**src/rtl/lvhw_pkg.sv**
```systemverilog
// Package with shared types, constants and fixed-point helpers for the lambda Verlet step.
`timescale 1ns / 1ps
package lvhw_pkg;

  localparam int unsigned WordBits = 32;
  localparam int unsigned FracBits = 16;
  localparam int unsigned DwBits   = 2 * WordBits;
  localparam int unsigned CfgIdxBits = 4;

  localparam int unsigned KickLat  = WordBits + 3;
  localparam int unsigned BiasCore = 11;
  localparam int unsigned BiasPad  = KickLat - BiasCore;

  typedef logic signed [WordBits-1:0] word_t;
  typedef logic [WordBits-2:0]        uword_t;
  typedef logic [DwBits-1:0]          dword_t;
  typedef logic [CfgIdxBits-1:0]      cfg_idx_t;

  localparam logic [1:0] CmdKickDrift = 2'd0;
  localparam logic [1:0] CmdKickWall  = 2'd1;
  localparam logic [1:0] CmdBias      = 2'd2;
  localparam logic [1:0] AxisLambda   = 2'd3;

  localparam cfg_idx_t CfgTimeStep   = cfg_idx_t'(0);
  localparam cfg_idx_t CfgHalfKick   = cfg_idx_t'(1);
  localparam cfg_idx_t CfgHeight     = cfg_idx_t'(2);
  localparam cfg_idx_t CfgBiasEnable = cfg_idx_t'(3);

  localparam uword_t HeightReset = uword_t'(((64'd1 << FracBits) + 64'd5) / 64'd10);

  localparam word_t WordMax = {1'b0, {(WordBits-1){1'b1}}};
  localparam word_t WordMin = {1'b1, {(WordBits-1){1'b0}}};
  localparam longint WideMax = (longint'(1) <<< (WordBits - 1)) - 1;
  localparam longint WideMin = -WideMax - 1;
  localparam longint HalfFx  = longint'(1) <<< (FracBits - 1);
  localparam longint OneFx   = longint'(1) <<< FracBits;
  localparam dword_t DwHalf  = dword_t'(1) << (WordBits - 1);
  localparam dword_t DwMax   = DwHalf - dword_t'(1);

  typedef struct packed {
    logic [1:0] cmd;
    logic [1:0] axis;
    logic       in_group;
    word_t      position;
    word_t      velocity;
    word_t      force_req;
    uword_t     mass;
  } in_item_t;

  typedef struct packed {
    word_t position_out;
    word_t velocity_out;
    word_t force_out;
    logic  lambda_state;
    logic  state_written;
  } out_item_t;

  function automatic word_t sat_wide(longint x);
    word_t r;
    if (x > WideMax) r = WordMax;
    else if (x < WideMin) r = WordMin;
    else r = word_t'(x);
    return r;
  endfunction

  function automatic logic [WordBits-1:0] mag_of(word_t x);
    logic [WordBits-1:0] ux;
    ux = x;
    return x[WordBits-1] ? (~ux + 1'b1) : ux;
  endfunction

  function automatic word_t from_mag(dword_t m, logic neg);
    word_t r;
    if (neg) begin
      if (m > DwHalf) r = WordMin;
      else r = word_t'(~m[WordBits-1:0] + 1'b1);
    end else begin
      if (m > DwMax) r = WordMax;
      else r = word_t'(m[WordBits-1:0]);
    end
    return r;
  endfunction

  function automatic word_t fin_prod(dword_t prod, logic neg);
    return from_mag(prod >> FracBits, neg);
  endfunction

endpackage

```
**src/rtl/lvhw_post.sv**
```systemverilog
// Post pipeline: velocity update, drift, wall reflection and result selection.
`timescale 1ns / 1ps
module lvhw_post (
  input  logic                clk_i,
  input  logic                rst_ni,
  input  logic                en_i,
  input  logic                valid_i,
  input  lvhw_pkg::in_item_t  item_i,
  input  lvhw_pkg::word_t     kick_i,
  input  lvhw_pkg::word_t     force_bias_i,
  input  lvhw_pkg::uword_t    time_step_i,
  input  logic                bias_en_i,
  output logic                valid_o,
  output lvhw_pkg::out_item_t item_o
);

  localparam int unsigned W = lvhw_pkg::WordBits;

  logic                va_q, vb_q, vc_q, vd_q;
  lvhw_pkg::in_item_t  ia_q, ib_q, ic_q;
  lvhw_pkg::word_t     fa_q, fb_q, fc_q;
  lvhw_pkg::word_t     vela_q, velb_q, velc_q;
  lvhw_pkg::dword_t    prb_q;
  logic                nb_q;
  lvhw_pkg::word_t     dc_q;
  lvhw_pkg::out_item_t out_q, out_d;

  always_comb begin
    logic grp, lam;
    lvhw_pkg::word_t pn;
    grp = ic_q.in_group;
    lam = (ic_q.axis == lvhw_pkg::AxisLambda);
    pn  = lvhw_pkg::sat_wide(longint'(ic_q.position) + longint'(dc_q));
    out_d.position_out  = ic_q.position;
    out_d.velocity_out  = ic_q.velocity;
    out_d.force_out     = ic_q.force_req;
    out_d.lambda_state  = 1'b0;
    out_d.state_written = 1'b0;
    if (grp && (ic_q.cmd == lvhw_pkg::CmdKickDrift || ic_q.cmd == lvhw_pkg::CmdKickWall)) begin
      out_d.velocity_out = velc_q;
      if (ic_q.cmd == lvhw_pkg::CmdKickDrift) begin
        out_d.position_out = pn;
        if (lam) begin
          out_d.lambda_state  = (longint'(pn) >= lvhw_pkg::HalfFx);
          out_d.state_written = 1'b1;
        end
      end else if (lam) begin
        if (ic_q.position[W-1]) begin
          out_d.position_out = lvhw_pkg::sat_wide(-longint'(ic_q.position));
          out_d.velocity_out = lvhw_pkg::sat_wide(-longint'(velc_q));
        end else if (longint'(ic_q.position) > lvhw_pkg::OneFx) begin
          out_d.position_out = lvhw_pkg::sat_wide(2 * lvhw_pkg::OneFx -
                                                  longint'(ic_q.position));
          out_d.velocity_out = lvhw_pkg::sat_wide(-longint'(velc_q));
        end
      end
    end else if (grp && ic_q.cmd == lvhw_pkg::CmdBias && lam && bias_en_i) begin
      out_d.force_out = fc_q;
    end
  end

  always_ff @(posedge clk_i or negedge rst_ni) begin
    if (!rst_ni) begin
      va_q <= 1'b0;
      vb_q <= 1'b0;
      vc_q <= 1'b0;
      vd_q <= 1'b0;
    end else if (en_i) begin
      va_q <= valid_i;
      vb_q <= va_q;
      vc_q <= vb_q;
      vd_q <= vc_q;
    end
  end

  always_ff @(posedge clk_i) begin
    if (en_i) begin
      ia_q   <= item_i;
      fa_q   <= force_bias_i;
      vela_q <= lvhw_pkg::sat_wide(longint'(item_i.velocity) + longint'(kick_i));
      ib_q   <= ia_q;
      fb_q   <= fa_q;
      velb_q <= vela_q;
      prb_q  <= lvhw_pkg::dword_t'(time_step_i) *
                lvhw_pkg::dword_t'(lvhw_pkg::mag_of(vela_q));
      nb_q   <= vela_q[W-1];
      ic_q   <= ib_q;
      fc_q   <= fb_q;
      velc_q <= velb_q;
      dc_q   <= lvhw_pkg::fin_prod(prb_q, nb_q);
      out_q  <= out_d;
    end
  end

  assign valid_o = vd_q;
  assign item_o  = out_q;

endmodule

```
**config.mk**
```make
export PLATFORM = sky130hd
export DESIGN_NAME = lvhw_post
export DESIGN_NICKNAME = d
export VERILOG_FILES = /design/src/rtl/lvhw_pkg.sv /design/src/rtl/lvhw_post.sv
export SDC_FILE = /design/constraint.sdc
export NUM_CORES = 2
export LEC_CHECK = 0
export BUFFER_PORTS_ARGS = -buffer_cell sky130_fd_sc_hd__buf_2
export CAP_MARGIN = 10
export CORE_ASPECT_RATIO = 1.75
export CORE_MARGIN = 4
export CORE_UTILIZATION = 40
export DETAILED_ROUTE_END_ITERATION = 12
export HOLD_SLACK_MARGIN = 0.05
export SLEW_MARGIN = 10
export SYNTH_ARGS = -nofsm -noshare
export SYNTH_HDL_FRONTEND = slang
export SYNTH_SLANG_ARGS = --single-unit
```
**constraint.sdc**
```tcl
create_clock -name clk_i -period 12.5 [get_ports clk_i]
set_input_delay 0.625 -clock clk_i [delete_from_list [all_inputs] [get_ports clk_i]]
set_output_delay 0.625 -clock clk_i [all_outputs]
set_load 0.1 [all_outputs]
```
======== After elaboration in Yosys (flattened, before gate mapping) ========
Index checks and enable logic that the tools add are counted.
W data, S select, Z words.
word-level totals
  input port bits ......................... 232
  output and inout bits ................... 99
  register bits after elaboration ......... 693
operators by class
  magnitude comparators ................... 14
  reduce and logical (&&, ||, !) cells .... 8
  equality and inequality tests ........... 3
  multipliers ............................. 1
  add/subtract/negate cells ............... 7
  multiplexer cells ....................... 22
  bitwise operators ....................... 2
operators by type and width
  cell                      number
  $mux W32                  17
  $mux W64                  4
  $gt A64 B32 Y1 const B    2
  $lt A64 B32 Y1 const B    2
  $neg A32 Y64              2
  $gt A33 B32 Y1 const B    3
  $lt A33 B32 Y1 const B    3
  $add A32 B32 Y33          2
  $add A32 B1 Y32 const B   2
  $not A32 Y32              2
  $mul A31 B32 Y63          1
  $gt A47 B31 Y1 const B    1
  $gt A47 B32 Y1 const B    1
  $sub A19 B32 Y33 const A  1
  $ge A32 B17 Y1 const B    1
  $gt A32 B18 Y1 const B    1
  $eq A2 B2 Y1 const B      2
  $logic_and A1 B1 Y1       4
  $reduce_and A3 Y1         1
  $eq A2 B1 Y1 const B      1
  $logic_not A2 Y1          1
  $reduce_and A2 Y1         1
  $logic_or A1 B1 Y1        1
  $mux W1                   1

======== Logic depth before layout (Yosys ltp) ========
  word-level depth ........................ 9
  depth in mapped cells ................... 38

======== Worst setup path before layout ========
Ideal clock, no wire load.
  path kind ............................... register -> register
  from .................................... register vela_q[2]
  to ...................................... register prb_q[57], data pin
  path buffers ............................ 2
  setup slack ............................. 2.494 ns
  stages on the path, launching flop included .. 35
  arrival ................................. 9.743 ns
  library setup time ...................... 0.263 ns
  cell sequence ........................... edfxtp_1 -> nor2_1 -> nand3_1 -> or4_1 -> nand2b_1 -> or3_1 -> or3_1 -> nand2b_1 -> o31ai_1 -> xnor2_1 -> clkbuf_1 -> and2_1 -> fa_1 -> fa_1 -> fa_1 -> inv_1 -> fa_1 -> inv_1 -> fa_1 -> fa_1 -> fa_1 -> inv_1 -> fa_1 -> inv_1 -> ha_1 -> clkbuf_1 -> nand4_1 -> nor4_1 -> nand2_1 -> o32ai_1 -> o21ai_0 -> o21a_1 -> o41ai_1 -> a21boi_0 -> xnor2_1
on the way
  word-level cells in the longest chain between the ends .. 4
ends and longest elaborated chain
  item                    line             text
  start, declared         lvhw_post.sv:22  lvhw_pkg::word_t vela_q, velb_q, velc_q;
  start signal, assigned  lvhw_post.sv:80  vela_q <= lvhw_pkg::sat_wide(longint'(item_i.velocity) + longint'(kick_i));
  $not A32 Y32            lvhw_pkg.sv:69   return x[WordBits-1] ? (~ux + 1'b1) : ux;
  $add A32 B1 Y32         lvhw_pkg.sv:69
  $mux W32 *              lvhw_pkg.sv:69
  $mul A31 B32 Y63 *      lvhw_post.sv:84  prb_q <= lvhw_pkg::dword_t'(time_step_i) *
  end signal, assigned    lvhw_post.sv:84
  end, declared           lvhw_post.sv:23  lvhw_pkg::dword_t prb_q;
Mark *: on every way between the ends. The rest lies on a longest branch, timed or not.
A chain may end at the register's enable or synchronous reset.

======== Worst setup path in the final report ========
  from .................................... register vela_q[2]
  to ...................................... register prb_q[56], data pin
Same word-level chain as after synthesis.

==> impl_metrics.tcl <==
set metrics [dict create \
    synth_cell_types 84 \
    min_period_ns 11.60 \
    die_w_um 305 \
    ys_warn_count 0 \
    cts_tree "yes" \
    cpPeakStageDelay_ns 0.82 \
    cp.depth 33 \
    path_buf_inv 4 \
    dpl.hpwl_mm 139 \
    skew_ns 0.0586 \
    hold_viol_final 0 \
    multiInputGateArea_um2 37000 \
    max_freq_mhz 86.2 \
    initial_core_util 0.402 \
    gp_congestion 0.926 \
    crit_required_ns 12.93 \
    clockBufferDepth 3 \
    antenna_found_initial 13 \
    drt_iter0_markers 2787 \
    status "finished, final reports clean" \
    register_area_um2 20300 \
    vias_per_cell 5.39 \
    cts_buffers 60 \
    crit_fanout 7 \
    synth_ff_type "edfxtp_1" \
    syn_to_final_growth_pct 9.72 \
    start_kind "register" \
    synth_edf_count 672 \
    grt.total_usage 0.229 \
    cts_sinks 676 \
    arrival_ns 12.03 \
    dieArea_um2 160000 \
    root_buffer "clkbuf_16" \
    path_clk_slew_ns 0.07 \
    chipHeight_um 527 \
    vias 42800 \
    drive_above_1_share 0.101 \
    path_common_cell "fa_1" \
    clk-insertion-delay-late_ns 0.68 \
    synthesis.area_um2 61500 \
    core_um2 153000 \
    r2r_cells 33 \
    ctsHtreeMaxLevel 2 \
    worst_slew_pin_slew_ns 1.21 \
    fp-row-count 190 \
    end_kind "register" \
    grt_setup_unrepaired "no" \
    synth_fp_nets 7141 \
    slew_violations 0 \
    hold_class "input pin to register" \
    drt_first_pass_iters 8 \
    yosysSeqAreaShare 0.330 \
    synth_top_area_share 0.328 \
    yosys-top-cells-area "edfxtp_1 33%, fa_1 28%, ha_1 6.6%" \
    syn_inst 5718 \
    crit_type "register to register" \
    slowest_stage "o21ai_0" \
    finalSetupTns_ns 0 \
    min_from "item_i[61]" \
    grt_overflow 0 \
    ant_nets 0 \
    fin_crit_sh 0.928 \
    setup_viol 0 \
    synth_top_area_cell "edfxtp_1" \
    numPortBuffers 299 \
    slew_headroom 0.185 \
    drt_wl_total_mm 183 \
    async_flop_share 0.00592 \
    synth.avg_cell_area_um2 10.8 \
    grt_pass1_vias 46400 \
    timing.rr.start "vela_q[2]" \
    nNetsFinal 7297 \
    fill_cells 14600 \
    cap_violations 0 \
    cts_resized 0 \
    wl_per_cell_um 23.0 \
    grt_pass1_wl_mm 279 \
    grt_max_degree 96 \
    remaining_drc_errors 0 \
    min_path_cells 1 \
    synth_seq_cells 676 \
    cp_top_family "adder cells" \
    pin_count 331 \
    crit_start "vela_q[2]" \
]
cell usage after synthesis (6+ instances only):
master and count:
inv_1 907, fa_1 867, edfxtp_1 672, nand2_1 652, and2_1 542, ha_1 324, clkbuf_1 283, a21oi_1 206
nor2_1 174, o21ai_0 169, xnor2_1 113, a21o_1 72, nor3_1 58, nand3_1 45, xor2_1 45, mux2_2 38
or3_1 37, a211oi_1 36, o31ai_1 32, nor4_1 29, o311ai_0 27, o211ai_1 26, a221oi_1 25, a31oi_1 25
nand4_1 25, nand2b_1 21, nor2b_1 21, o21bai_1 19, or4_1 19, and3_1 17, o21a_1 16, or2_2 15
maj3_1 11, o41ai_1 10, nand3b_1 8, o22ai_1 8, a2111oi_0 6, a31o_2 6, o221ai_1 6, or3b_2 6
sequential cells by signal, summed over array words and instances (netlist names), 47 cells and up:
register	flops
ia_q	101
ib_q	101
ic_q	101
item_o	98
prb_q	47
repair_timing:
item | 4_1_cts | 5_1_grt
hold buffers | 1 | 0
buffers inserted | 0 | 0
hold endpoints to repair | 4 | 0
per-stage QoR:
stage          setup WS, ns  hold slack, ns  instance area, um2  std cells  utilization
3_3_place_gp          0.947           0.400               65400       7826        0.427
5_1_grt              0.0763          0.0918               67500       7943        0.441
3_5_place_dp          0.943           0.405               65400       7826        0.427
4_1_cts               0.875          0.0704               67500       7940        0.441
2_1_floorplan          2.49           0.329               61500       5718            -
6_report              0.901           0.132               67500       7952        0.441
layout make-up:
| type | count | area share |
|---|---|---|
| repair buffers | 386 | 0.0322 |
| clock buffers | 67 | 0.0226 |
| well taps | 2016 | 0.0374 |
| clock inverters | 46 | 0.00821 |
| diodes | 11 | 0.000408 |
| multi-input cells | 3842 | 0.548 |
| inverters | 908 | 0.0505 |
| flip-flops and latches | 676 | 0.300 |
worst paths after layout:
kind                        endpoint  slack (ns)
max                        prb_q[56]        0.90
min                         ia_q[61]        0.13
max reg2reg                prb_q[56]        0.90
min reg2reg                 ic_q[32]        0.38
max in group asynchronous       vb_q       12.08
min in group asynchronous       va_q        0.30
worst reg2reg max path, delay by kind of cell (launching register included):
| family | cells | cell delay, ns |
|---|---|---|
| compound gates | 7 | 2.80 |
| xor+xnor | 2 | 0.48 |
| fa+ha+maj | 9 | 4.52 |
| buf+inv | 4 | 0.22 |
| flops | 1 | 0.48 |
| simple gates | 11 | 2.86 |
cells by family (layout without fill, tap and decap cells):
group / after synthesis / count (layout) / synth area share
and+or+nand+nor: 1696 / 1696 / 0.139
adders and majority gates: 1202 / 1202 / 0.350
buffers and inverters: 1200 / 1407 / 0.0736
AOI/OAI and AO/OA: 747 / 747 / 0.0783
DFF: 676 / 676 / 0.330
xor gates and xnor gates: 158 / 158 / 0.0225
muxes: 39 / 39 / 0.00712
other: 0 / 11 / 0
per-layer routing:
| metal | global-route usage | routed length, um | vias up |
|---|---|---|---|
| li1 | - | - | 19000 |
| met1 | 0.241 | 62200 | 22000 |
| met2 | 0.439 | 100000 | 1389 |
| met3 | 0.0269 | 8270 | 485 |
| met4 | 0.125 | 11700 | 12 |
| met5 | 0 | 69 | - |
placed cells by master (no fill, tap or decap), drive strengths merged, types with 15 or more instances in the layout:
cell    count
inv       916
fa        867
edfxtp    672
nand2     652
and2      542
buf       385
ha        324
a21oi     206
nor2      174
o21ai     171
xnor2     113
a21o       73
clkbuf     67
nor3       59
nand3      45
xor2       45
or3        41
mux2       38
a211oi     36
o31ai      32
nor4       30
o311ai     28
o211ai     26
clkinv     26
nand4      25
a221oi     25
a31oi      25
nand2b     21
nor2b      21
or4        20
o21bai     19
and3       17
o21a       16
or2        15
Power is not shown: default switching activity piles up to over one toggle a cycle in this logic, so the estimate is an artifact.
